--- src/rtl/tpspwm_pkg.sv ---
`default_nettype none

package tpspwm_pkg;

	localparam int TABLE_LEN   = 150;
	localparam int SINE_POINTS = 150;
	localparam int IDX_W       = 8;
	localparam int IDX_DEPTH   = 1 << IDX_W;
	localparam int SAMPLE_W    = 15;
	localparam int D_W         = 14;
	localparam int HALF_W      = 16;
	localparam int ACC_W       = 2 * HALF_W;
	localparam int S_LSB       = 15;
	localparam int CNT_W       = 4;
	localparam int CFG_IDX_W   = 1;
	localparam int NUM_PHASES  = 3;

	localparam logic [SAMPLE_W-1:0] SINE_MID   = 15'd16384;
	localparam logic [HALF_W-1:0]   FULL_SCALE = 16'd32767;
	localparam logic [HALF_W-1:0]   GAIN_ONE   = 16'd32768;

	localparam logic [HALF_W-1:0] PERIOD_RST = 16'd1200;
	localparam logic [HALF_W-1:0] GAIN_RST   = 16'd32768;

	localparam logic [IDX_W-1:0] IDX_RST_A = IDX_W'(0);
	localparam logic [IDX_W-1:0] IDX_RST_B = IDX_W'(TABLE_LEN / 3);
	localparam logic [IDX_W-1:0] IDX_RST_C = IDX_W'((2 * TABLE_LEN) / 3);
	localparam logic [IDX_W-1:0] IDX_LAST  = IDX_W'(TABLE_LEN - 1);

	localparam logic [CFG_IDX_W-1:0] REG_CARRIER_PERIOD = 1'd0;
	localparam logic [CFG_IDX_W-1:0] REG_VOLTAGE_GAIN   = 1'd1;

	typedef enum logic [2:0] {
		ST_IDLE,
		ST_GAIN,
		ST_LEVEL,
		ST_SCALE,
		ST_DIV,
		ST_DONE
	} state_t;

	typedef struct packed {
		logic load;
		logic mul_step;
		logic mul_sel;
		logic level_set;
		logic div_step;
	} lane_ctrl_t;

	typedef logic [SAMPLE_W-1:0] sine_rom_t [SINE_POINTS];
	typedef logic [SAMPLE_W-1:0] sample_map_t [IDX_DEPTH];

	localparam sine_rom_t SINE_ROM = '{
		15'h4000, 15'h42AE, 15'h455B, 15'h4805, 15'h4AAC, 15'h4D4E, 15'h4FEA, 15'h527F,
		15'h550C, 15'h578F, 15'h5A08, 15'h5C74, 15'h5ED5, 15'h6127, 15'h636A, 15'h659E,
		15'h67C0, 15'h69D1, 15'h6BCF, 15'h6DB9, 15'h6F8F, 15'h714F, 15'h72FA, 15'h748D,
		15'h7609, 15'h776C, 15'h78B7, 15'h79E8, 15'h7AFF, 15'h7BFB, 15'h7CDD, 15'h7DA3,
		15'h7E4E, 15'h7EDD, 15'h7F4F, 15'h7FA5, 15'h7FDF, 15'h7FFB, 15'h7FFB, 15'h7FDF,
		15'h7FA5, 15'h7F4F, 15'h7EDD, 15'h7E4E, 15'h7DA3, 15'h7CDD, 15'h7BFB, 15'h7AFF,
		15'h79E8, 15'h78B7, 15'h776C, 15'h7609, 15'h748D, 15'h72FA, 15'h714F, 15'h6F8F,
		15'h6DB9, 15'h6BCF, 15'h69D1, 15'h67C0, 15'h659E, 15'h636A, 15'h6127, 15'h5ED5,
		15'h5C74, 15'h5A08, 15'h578F, 15'h550C, 15'h527F, 15'h4FEA, 15'h4D4E, 15'h4AAC,
		15'h4805, 15'h455B, 15'h42AE, 15'h4000, 15'h3D52, 15'h3AA5, 15'h37FB, 15'h3554,
		15'h32B2, 15'h3016, 15'h2D81, 15'h2AF4, 15'h2871, 15'h25F8, 15'h238C, 15'h212B,
		15'h1ED9, 15'h1C96, 15'h1A62, 15'h1840, 15'h162F, 15'h1431, 15'h1247, 15'h1071,
		15'h0EB1, 15'h0D06, 15'h0B73, 15'h09F7, 15'h0894, 15'h0749, 15'h0618, 15'h0501,
		15'h0405, 15'h0323, 15'h025D, 15'h01B2, 15'h0123, 15'h00B1, 15'h005B, 15'h0021,
		15'h0005, 15'h0005, 15'h0021, 15'h005B, 15'h00B1, 15'h0123, 15'h01B2, 15'h025D,
		15'h0323, 15'h0405, 15'h0501, 15'h0618, 15'h0749, 15'h0894, 15'h09F7, 15'h0B73,
		15'h0D06, 15'h0EB1, 15'h1071, 15'h1247, 15'h1431, 15'h162F, 15'h1840, 15'h1A62,
		15'h1C96, 15'h1ED9, 15'h212B, 15'h238C, 15'h25F8, 15'h2871, 15'h2AF4, 15'h2D81,
		15'h3016, 15'h32B2, 15'h3554, 15'h37FB, 15'h3AA5, 15'h3D52
	};

	// Index to sample, resampled onto TABLE_LEN points; out-of-range reads entry 0.
	function automatic sample_map_t build_sample_map();
		sample_map_t m;
		int pos;
		for (int i = 0; i < IDX_DEPTH; i++) begin
			pos = 0;
			if (i < TABLE_LEN) begin
				pos = (i * SINE_POINTS) / TABLE_LEN;
				if (pos >= SINE_POINTS) begin
					pos = 0;
				end
			end
			m[i] = SINE_ROM[pos];
		end
		return m;
	endfunction

	localparam sample_map_t SAMPLE_MAP = build_sample_map();

endpackage

`default_nettype wire

--- src/rtl/tpspwm_lane.sv ---
`default_nettype none

module tpspwm_lane (
	input  wire logic                                 clk,
	input  wire tpspwm_pkg::lane_ctrl_t               ctrl,
	input  wire logic [tpspwm_pkg::IDX_W-1:0]         idx,
	input  wire logic [tpspwm_pkg::HALF_W-1:0]        gain,
	input  wire logic [tpspwm_pkg::HALF_W-1:0]        period,
	output logic      [tpspwm_pkg::HALF_W-1:0]        compare
);

	localparam int HW = tpspwm_pkg::HALF_W;
	localparam int ACC_W_HI = tpspwm_pkg::ACC_W - 1;

	logic [tpspwm_pkg::ACC_W-1:0]    p_q;
	logic                            hi_q;
	logic [tpspwm_pkg::D_W-1:0]      d_q;

	logic [tpspwm_pkg::SAMPLE_W-1:0] sample;
	logic                            sample_hi;
	logic [tpspwm_pkg::SAMPLE_W-1:0] diff_full;
	logic [HW-1:0]                   mcand;
	logic [HW:0]                     mul_sum;
	logic [tpspwm_pkg::D_W-1:0]      scaled;
	logic [tpspwm_pkg::SAMPLE_W-1:0] level;
	logic [HW-1:0]                   div_t;
	logic                            div_ge;
	logic [HW-1:0]                   div_rem;

	always_comb begin
		sample    = tpspwm_pkg::SAMPLE_MAP[idx];
		sample_hi = sample > tpspwm_pkg::SINE_MID;
		diff_full = sample_hi ? (sample - tpspwm_pkg::SINE_MID)
		                      : (tpspwm_pkg::SINE_MID - sample);

		// shift-add multiply, multiplier held in the low half, LSB first
		mcand   = ctrl.mul_sel ? period : HW'(d_q);
		mul_sum = {1'b0, p_q[ACC_W_HI:HW]} + {1'b0, (p_q[0] ? mcand : '0)};

		scaled = p_q[tpspwm_pkg::S_LSB +: tpspwm_pkg::D_W];
		level  = hi_q ? (tpspwm_pkg::SINE_MID + tpspwm_pkg::SAMPLE_W'(scaled))
		              : (tpspwm_pkg::SINE_MID - tpspwm_pkg::SAMPLE_W'(scaled));

		// restoring divide by full scale, one quotient bit per step
		div_t   = {p_q[ACC_W_HI-1:HW], p_q[HW-1]};
		div_ge  = div_t >= tpspwm_pkg::FULL_SCALE;
		div_rem = div_ge ? (div_t - tpspwm_pkg::FULL_SCALE) : div_t;
	end

	always_ff @(posedge clk) begin
		if (ctrl.load) begin
			p_q  <= {{HW{1'b0}}, gain};
			hi_q <= sample_hi;
			d_q  <= diff_full[tpspwm_pkg::D_W-1:0];
		end else if (ctrl.mul_step) begin
			p_q <= {mul_sum, p_q[HW-1:1]};
		end else if (ctrl.level_set) begin
			p_q <= tpspwm_pkg::ACC_W'(level);
		end else if (ctrl.div_step) begin
			p_q <= {div_rem, p_q[HW-2:0], div_ge};
		end
	end

	assign compare = p_q[HW-1:0];

endmodule

`default_nettype wire

--- src/rtl/three_phase_spwm_compare.sv ---
// Three-phase sine PWM compare generator.
// Input channel (in_valid/in_ready, field tick): a transfer with tick set
// starts one sample; a transfer with tick clear is taken and does nothing.
// Output channel (out_valid/out_ready): compare_a/b/c for the three phases,
// held in an output register until the transfer completes.
// Config: cfg_we/cfg_index/cfg_data write carrier_period (0) and
// voltage_gain (1, Q1.15, capped at 1.0); write only while idle.
// Each phase runs in its own bit-serial lane: 16 steps of shift-add for
// the gain, one step to form the level, 16 steps of shift-add by the
// period and 16 steps of restoring division by 32767.
// A tick transfer is taken only in idle, so one sample is in flight at a
// time; it goes through the three 16-step serial passes, the level step
// and the output step before out_valid rises.
// in_ready is high whenever no sample is in flight, also while a result
// waits; a finished sample waits in the done state if the previous result
// has not been taken.
// Reset: indices to 0, 50, 100; period 1200; gain 1.0; output empty.
`default_nettype none

module three_phase_spwm_compare (
	input  wire logic                                  clk,
	input  wire logic                                  arst_n,
	input  wire logic                                  in_valid,
	output logic                                       in_ready,
	input  wire logic                                  tick,
	output logic                                       out_valid,
	input  wire logic                                  out_ready,
	output logic      [tpspwm_pkg::HALF_W-1:0]         compare_a,
	output logic      [tpspwm_pkg::HALF_W-1:0]         compare_b,
	output logic      [tpspwm_pkg::HALF_W-1:0]         compare_c,
	input  wire logic                                  cfg_we,
	input  wire logic [tpspwm_pkg::CFG_IDX_W-1:0]      cfg_index,
	input  wire logic [tpspwm_pkg::HALF_W-1:0]         cfg_data
);

	localparam int NP = tpspwm_pkg::NUM_PHASES;

	tpspwm_pkg::state_t                state_q, state_d;
	logic [tpspwm_pkg::CNT_W-1:0]      cnt_q;
	logic [tpspwm_pkg::HALF_W-1:0]     period_q;
	logic [tpspwm_pkg::HALF_W-1:0]     gain_q;
	logic [tpspwm_pkg::IDX_W-1:0]      idx_q [NP];
	logic                              out_valid_q;
	logic [tpspwm_pkg::HALF_W-1:0]     cmp_q [NP];

	tpspwm_pkg::lane_ctrl_t            ctrl;
	logic                              start;
	logic                              stepping;
	logic                              last_step;
	logic                              out_load;
	logic [tpspwm_pkg::HALF_W-1:0]     gain_sat;
	logic [tpspwm_pkg::HALF_W-1:0]     lane_cmp [NP];

	assign gain_sat  = (gain_q > tpspwm_pkg::GAIN_ONE) ? tpspwm_pkg::GAIN_ONE : gain_q;
	assign last_step = &cnt_q;

	always_comb begin
		state_d  = state_q;
		ctrl     = '0;
		in_ready = 1'b0;
		stepping = 1'b0;
		out_load = 1'b0;
		start    = 1'b0;
		unique case (state_q)
			tpspwm_pkg::ST_IDLE: begin
				in_ready  = 1'b1;
				start     = in_valid & tick;
				ctrl.load = start;
				if (start) begin
					state_d = tpspwm_pkg::ST_GAIN;
				end
			end
			tpspwm_pkg::ST_GAIN: begin
				ctrl.mul_step = 1'b1;
				stepping      = 1'b1;
				if (last_step) begin
					state_d = tpspwm_pkg::ST_LEVEL;
				end
			end
			tpspwm_pkg::ST_LEVEL: begin
				ctrl.level_set = 1'b1;
				state_d        = tpspwm_pkg::ST_SCALE;
			end
			tpspwm_pkg::ST_SCALE: begin
				ctrl.mul_step = 1'b1;
				ctrl.mul_sel  = 1'b1;
				stepping      = 1'b1;
				if (last_step) begin
					state_d = tpspwm_pkg::ST_DIV;
				end
			end
			tpspwm_pkg::ST_DIV: begin
				ctrl.div_step = 1'b1;
				stepping      = 1'b1;
				if (last_step) begin
					state_d = tpspwm_pkg::ST_DONE;
				end
			end
			tpspwm_pkg::ST_DONE: begin
				if (!out_valid_q || out_ready) begin
					out_load = 1'b1;
					state_d  = tpspwm_pkg::ST_IDLE;
				end
			end
			default: begin
				state_d = tpspwm_pkg::ST_IDLE;
			end
		endcase
	end

	always_ff @(posedge clk or negedge arst_n) begin
		if (!arst_n) begin
			state_q <= tpspwm_pkg::ST_IDLE;
			cnt_q   <= '0;
		end else begin
			state_q <= state_d;
			cnt_q   <= stepping ? cnt_q + 1'b1 : '0;
		end
	end

	always_ff @(posedge clk or negedge arst_n) begin
		if (!arst_n) begin
			period_q <= tpspwm_pkg::PERIOD_RST;
			gain_q   <= tpspwm_pkg::GAIN_RST;
		end else if (cfg_we) begin
			unique case (cfg_index)
				tpspwm_pkg::REG_CARRIER_PERIOD: period_q <= cfg_data;
				tpspwm_pkg::REG_VOLTAGE_GAIN:   gain_q   <= cfg_data;
				default: ;
			endcase
		end
	end

	always_ff @(posedge clk or negedge arst_n) begin
		if (!arst_n) begin
			idx_q[0] <= tpspwm_pkg::IDX_RST_A;
			idx_q[1] <= tpspwm_pkg::IDX_RST_B;
			idx_q[2] <= tpspwm_pkg::IDX_RST_C;
		end else if (start) begin
			for (int k = 0; k < NP; k++) begin
				idx_q[k] <= (idx_q[k] >= tpspwm_pkg::IDX_LAST) ? '0 : idx_q[k] + 1'b1;
			end
		end
	end

	always_ff @(posedge clk or negedge arst_n) begin
		if (!arst_n) begin
			out_valid_q <= 1'b0;
		end else if (out_load) begin
			out_valid_q <= 1'b1;
		end else if (out_ready) begin
			out_valid_q <= 1'b0;
		end
	end

	always_ff @(posedge clk) begin
		if (out_load) begin
			for (int k = 0; k < NP; k++) begin
				cmp_q[k] <= lane_cmp[k];
			end
		end
	end

	for (genvar g = 0; g < NP; g++) begin : g_lane
		tpspwm_lane u_lane (
			.clk     (clk),
			.ctrl    (ctrl),
			.idx     (idx_q[g]),
			.gain    (gain_sat),
			.period  (period_q),
			.compare (lane_cmp[g])
		);
	end

	assign out_valid = out_valid_q;
	assign compare_a = cmp_q[0];
	assign compare_b = cmp_q[1];
	assign compare_c = cmp_q[2];

endmodule

`default_nettype wire

--- config.mk ---
export PLATFORM = sky130hd
export DESIGN_NAME = three_phase_spwm_compare
export DESIGN_NICKNAME = d
export VERILOG_FILES = /design/src/rtl/tpspwm_pkg.sv /design/src/rtl/tpspwm_lane.sv /design/src/rtl/three_phase_spwm_compare.sv
export SDC_FILE = /design/constraint.sdc
export NUM_CORES = 1
export LEC_CHECK = 0
export ABC_AREA = 1
export BUFFER_PORTS_ARGS = -buffer_cell sky130_fd_sc_hd__buf_2
export CAP_MARGIN = 0
export CORE_ASPECT_RATIO = 0.75
export CORE_MARGIN = 5
export CORE_UTILIZATION = 55
export CTS_CLUSTER_SIZE = 30
export DETAILED_ROUTE_END_ITERATION = 7
export PLACE_DENSITY_LB_ADDON = 0.12
export RECOVER_POWER = 100
export SLEW_MARGIN = 25
export SYNTH_ARGS = -nofsm -noshare
export SYNTH_HDL_FRONTEND = slang
export SYNTH_SLANG_ARGS = --single-unit
--- constraint.sdc ---
create_clock -name clk -period 5.9 [get_ports clk]
set_clock_uncertainty 0.05 [all_clocks]
set_input_delay 0.59 -clock clk [delete_from_list [all_inputs] [get_ports clk]]
set_output_delay 0.59 -clock clk [all_outputs]
set_load 0.02 [all_outputs]
# After elaboration in Yosys (flattened, before gate mapping)
# Memories as Yosys holds them, arrays and structs flattened.
# Cells that the tools add are included.
op_classes:
  n_reduce_logical: 12
  eq_ne: 10
  muxes: 57
  magnitude_cmp: 13
  addsub: 22
  n_bitwise: 5
ops:
  columns: ["op", "n"]
  rows:
  - ["2-to-1 mux 32 bit", 9]
  - ["2-to-1 mux 16 bit", 13]
  - ["2-to-1 mux 15 bit", 9]
  - ["adder 16 x 16 -> 17 bit", 3]
  - [">= comparator 16 x 15 -> 1 bit, second input constant", 3]
  - ["subtractor 16 x 15 -> 16 bit, second input constant", 3]
  - ["adder 15 x 14 -> 15 bit, first input constant", 3]
  - ["> comparator 15 bit, second input constant", 3]
  - ["subtractor 15 x 14 -> 15 bit, first input constant", 3]
  - ["2-to-1 mux 14 bit", 3]
  - ["subtractor 1 x 14 -> 14 bit, first input constant", 3]
  - ["subtractor 14 x 1 -> 14 bit, second input constant", 3]
  - [">= comparator 9 bit, second input constant", 3]
  - ["inverter 8 -> 9 bit", 3]
  - ["adder 8 x 1 -> 8 bit, second input constant", 3]
  - [">= comparator 8 bit, second input constant", 3]
  - ["2-to-1 mux 8 bit", 3]
  - ["case mux 3 bit (6 select lines)", 1]
  - ["> comparator 16 bit, second input constant", 1]
  - ["2-to-1 mux 3 bit", 5]
  - ["2-to-1 mux 1 bit", 13]
  - ["!= test 2 bit, second input constant", 5]
  - ["== test 3 x 2 -> 1 bit, second input constant", 2]
  - ["== test 3 bit, second input constant", 2]
  - ["16 further kinds", 17]
totals:
  register_bits: 205
  mem_count: 4
  out_inout_bits: 50
  mem_bits_rw: 48
  wordCells: 143
  mem_bits_ro: 11520
mem_list:
  columns: ["name", "depth", "word_bits", "rd", "rd_clocked_by_memory_dff", "wr", "line_no", "source"]
  rows:
  - ["(no name shown)", 256, 15, 1, 0, 0, "tpspwm_lane.sv:31", "sample = tpspwm_pkg::SAMPLE_MAP[idx];"]
  - ["(no name shown)", 256, 15, 1, 0, 0, "tpspwm_lane.sv:31", null]
  - ["(no name shown)", 256, 15, 1, 0, 0, "tpspwm_lane.sv:31", null]
  - ["cmp_q", 3, 16, 3, 0, 3, "three_phase_spwm_compare.sv:44", "logic [tpspwm_pkg::HALF_W-1:0] cmp_q [NP];"]

# Logic depth before layout (Yosys ltp)
depth:
  word_depth: 7
  depth_mapped: 25

# By module
# A second synthesis with hierarchy kept.
unflattened:
  cells_unflattened: 4186
  hier_area_um2: 25978.7
by_module_without_submodules:
  columns: ["module", "seq_area_each_um2", "area_per_inst_um2", "n_inst", "cells_each"]
  rows:
  - ["tpspwm_lane (g_lane[0].u_lane)", 1251.2, 7163.1, 1, 1250]
  - ["tpspwm_lane (g_lane[1].u_lane)", 1251.2, 7018.0, 1, 1222]
  - ["tpspwm_lane (g_lane[2].u_lane)", 1251.2, 6994.2, 1, 1224]
  - ["three_phase_spwm_compare", 3056.7, 4803.4, 1, 490]

# Worst setup path before layout
# Ideal clock, no wire load.
synth_path:
  kind: "register -> register"
  start: "register state_q[0]"
  end: "register g_lane[0].u_lane.p_q[25] in the netlist's numbering"
  stages_incl_launch_ff: 21
  setup_ns: 0.064
  period_less_slack_ns: 3.480
  arrival_ns: 3.365
  slack_ns: 2.420
  required_ns: 5.786
  path_cell_list: "dfrtp_1 -> inv_1 -> nor2_1 -> inv_2 -> nor2_1 -> clkinv_1 -> clkbuf_1 -> nand2_1 -> a21oi_1 -> ha_1 -> fa_1 -> nand3_1 -> nand2_1 -> a21oi_1 -> o21ai_0 -> a31oi_1 -> xor2_1 -> nand2_1 -> nand2_1 -> nor2_1 -> nor2_1"
synth_via:
  elab_chain_cells: 6
  word_cells_on_any_way: 17
  cone_classes: "add/sub: 1; eq/ne: 4; mux: 9; reduce/logical: 3"
synth_lines:
  columns: ["element", "line_no", "source"]
  rows:
  - ["start: declaration", "three_phase_spwm_compare.sv:38", "tpspwm_pkg::state_t state_q, state_d;"]
  - ["start signal: assignment", "three_phase_spwm_compare.sv:113", "state_q <= tpspwm_pkg::ST_IDLE;"]
  - ["start signal: assignment", "three_phase_spwm_compare.sv:116", "state_q <= state_d;"]
  - ["== test 3 x 2 -> 1 bit", "three_phase_spwm_compare.sv:64", "unique case (state_q)"]
  - ["2-to-1 mux 1 bit", "three_phase_spwm_compare.sv:64", null]
  - ["2-to-1 mux 16 bit", "tpspwm_lane.sv:37", "mcand = ctrl.mul_sel ? period : HW'(d_q);"]
  - ["2-to-1 mux 16 bit", "tpspwm_lane.sv:38", "mul_sum = {1'b0, p_q[ACC_W_HI:HW]} + {1'b0, (p_q[0] ? mcand : '0)};"]
  - ["adder 16 x 16 -> 17 bit", "tpspwm_lane.sv:38", null]
  - ["2-to-1 mux 32 bit", "tpspwm_lane.sv:55", "end else if (ctrl.mul_step) begin"]
  - ["end signal: assignment", "tpspwm_lane.sv:56", "p_q <= {mul_sum, p_q[HW-1:1]};"]
  - ["end signal: assignment", "tpspwm_lane.sv:58", "p_q <= tpspwm_pkg::ACC_W'(level);"]
  - ["end signal: assignment", "tpspwm_lane.sv:60", "p_q <= {div_rem, p_q[HW-2:0], div_ge};"]
  - ["end: declaration", "tpspwm_lane.sv:15", "logic [tpspwm_pkg::ACC_W-1:0] p_q;"]
# Several ways; a longest one is shown, not always the timed one.
# A chain may end at the register's enable or synchronous reset.

# Final worst setup path
layout_path:
  start: "register state_q[0]"
  end: "register g_lane[2].u_lane.p_q[4] in the netlist's numbering, enable pin"
layout_via:
  elab_chain_cells: 4
  word_cells_on_any_way: 11
  cone_classes: "eq/ne: 4; mux: 4; reduce/logical: 3"
layout_lines:
  columns: ["element", "line_no"]
  rows:
  - ["== test 3 x 2 -> 1 bit or == test 3 x 1 -> 1 bit (tied branches)", "three_phase_spwm_compare.sv:64"]
  - ["OR reduction 2 bit (no source line)", null]
  - ["2-to-1 mux 1 bit", "three_phase_spwm_compare.sv:64"]
  - ["nonzero test 4 bit (no source line) (*)", null]
  - ["end signal: assignment", "tpspwm_lane.sv:56"]
  - ["end signal: assignment", "tpspwm_lane.sv:58"]
  - ["end signal: assignment", "tpspwm_lane.sv:60"]
  - ["end: declaration", "tpspwm_lane.sv:15"]
# Mark *: on every way between the ends. The rest lies on a longest branch, timed or not.

==> metrics.yaml <==
die_x_um: 254
avgViaCountPerCell: 6.32
antenna_cells: 0
dieHeight_um: 193
rsz0062_at_grt: "false"
finalPower_mw: 17.2
wirelength_mm: 97.0
numCtsBuffers: 27
fmax_mhz: 201
grt_pass1_vias: 25400
via_count: 28700
violations: "capacitance limit, slew limit"
initial_utilization: 0.554
detail_route.wl_per_cell_um: 21.4
cp.arrival_ps: 5020
path_max_fanout: 72
ant_nets: 0
tightest_slew_ps: 3570
cap_violations: 4
slew_viol_final: 213
clk_path_buf_depth: 3
rows: 67
ctsResizeCount: 0
layout_commonest_cell: "nand2_1"
outcome: "finished, violations left"
ys_seq_elements: 253
vdd_drop_max_uv: 470
drt-initial-drc-count: 4783
layout-drive-gt1-share: 0.0452
antenna_found_initial: 0
ys.flop_type: "edfxtp_1"
finalCriticalPeriod_ps: 4980
syn-instance-count: 3988
cts_tree: "built"
dp_hpwl_mm: 71.9
coreArea_um2: 44400
grt_util_all_layers: 0.381
drc: 0
startpoint_type: "flop"
grt_max_degree: 73
layout_common_cells: "nand2_1, nand3_1, o21ai_0"
numPortBuffers: 72
gp_congestion: 1.10
grt_first_pass_wirelength_mm: 149
die_area_um2: 49100
fin_setup_tns_ps: 0
cp-end-kind: "flop"
synth_edf_count: 141
power_density_nw_per_um2: 664
htree_levels: 1
multi_input_area_um2: 15600
synth.avg_cell_area_um2: 6.17
clk_latency_ps: 580
dr.pass1.iters: 7
synth_area_um2: 24600
finalNetCount: 4075
fill_cells: 4536
grt.overflow.total: 0
clk_pin_slew_worst_paths_ps: 70
p_leak_nw: 12.4
area_growth_pct: 5.36
worstSetupPathType: "reg2reg"
cts.sink_count: 253
syn-num-nets: 4126
seq_area_um2: 6810
hold_path.class: "in2reg"
synth.distinct_cells: 54
hold_viol_final: 0
async_reset_ff_frac: 0.253
setup-violations-final: 0
post-cts-setup-buffers: 0
finalCritPeriodShare: 0.844
ios: 73
cts_root_buf: "clkbuf_16"
ys_seq_area_frac: 0.277
required_ps: 5950
ys_warn_count: 0
relSlewSlack: -1.38
cts_hold_buffers: 0
[final cells by class]
cell class,instances,area share
repair buffers,110,0.0215
inverters,337,0.0489
multi-input cells,3208,0.602
clock inverters,16,0.00811
clock buffers,34,0.0287
flip-flops and latches,253,0.263
well taps,586,0.0283
[power by group]
group	internal (mW)	switching, mW	leakage [nW]
Sequential	2.82	0.818	2.51
Combinational	3.37	8.35	9.44
Clock	1.05	0.802	0.451
[synth_stat cells (all sizes together), types with 9 or more instances]
master | number | area, um2
nand2 | 1323 | 5030
nand3 | 445 | 2240
o21ai | 428 | 2150
nor2 | 360 | 1380
inv | 322 | 1210
a21oi | 243 | 1220
edfxtp | 141 | 4230
ha | 112 | 1400
buf | 102 | 591
clkbuf | 88 | 330
xor2 | 60 | 526
dfrtp | 53 | 1330
dfxtp | 48 | 961
nand4 | 47 | 294
a31oi | 39 | 244
o211ai | 28 | 210
nor3 | 22 | 115
clkinv | 15 | 57.6
or2 | 13 | 81.3
dfstp | 11 | 289
o22ai | 11 | 68.8
xnor2 | 10 | 87.6
o21bai | 9 | 67.6
[path summary, 6_finish.rpt]
path | start | endpoint | slack, ps | cells past startpoint
setup / recovery | state_q[0] | g_lane[2].u_lane.p_q[4] | 920 | 9
hold / removal | cfg_data[7] | period_q[7] | 210 | 3
setup reg to reg | state_q[0] | g_lane[2].u_lane.p_q[4] | 920 | 9
hold reg to reg | g_lane[1].u_lane.p_q[0] | cmp_q[0][16] | 420 | 0
max in group asynchronous | arst_n | idx_q[3] | 2210 | 2
min in group asynchronous | arst_n | gain_q[7] | 1280 | 2
[critical path, stage by stage (launching register included)]
cell and delay [ps]:
dfrtp_1 420, inv_1 150, nor2_4 40, inv_1 70, buf_4 610, nand2_1 320, nor2_1 170, clkbuf_1 820
nand2_1 950, clkbuf_1 840
[logic make-up (layout without fill, tap and decap cells)]
family | Yosys count | in the layout | share of synthesized area
flops | 253 | 253 | 0.277
simple gates | 2226 | 2226 | 0.376
fa+ha+maj | 115 | 115 | 0.0594
compound gates | 797 | 797 | 0.174
buf+inv | 527 | 497 | 0.0889
xor+xnor | 70 | 70 | 0.0249
[flip-flops by register name (all words and copies together), names as in the netlist, 3 cells and up]
| register | cells |
|---|---|
| period_q | 16 |
| g_lane.u_lane.d_q | 42 |
| g_lane.u_lane.p_q | 96 |
| g_lane.u_lane.hi_q | 3 |
| cmp_q | 48 |
| idx_q | 24 |
| cnt_q | 4 |
| state_q | 3 |
| gain_q | 16 |
[stage by stage]
stage,hold WS [ps],cell area [um2],setup WS [ps],cells,utilization
2_1_floorplan,244,24600,2420,3988,-
3_3_place_gp,389,25100,1940,4494,0.565
3_5_place_dp,408,25100,1750,4494,0.565
4_1_cts,161,26000,1730,4544,0.586
5_1_grt,214,25900,640,4544,0.583
6_report,212,25900,922,4544,0.583
[layer usage]
layer	part of all wire	vias up	GRT usage
met1	0.42	13000	0.562
li1	-	13200	-
met3	0.15	316	0.124
met2	0.39	2192	0.529
met4	0.039	0	0.119
met5	0	-	0
Power figures use the tool's default switching activity.
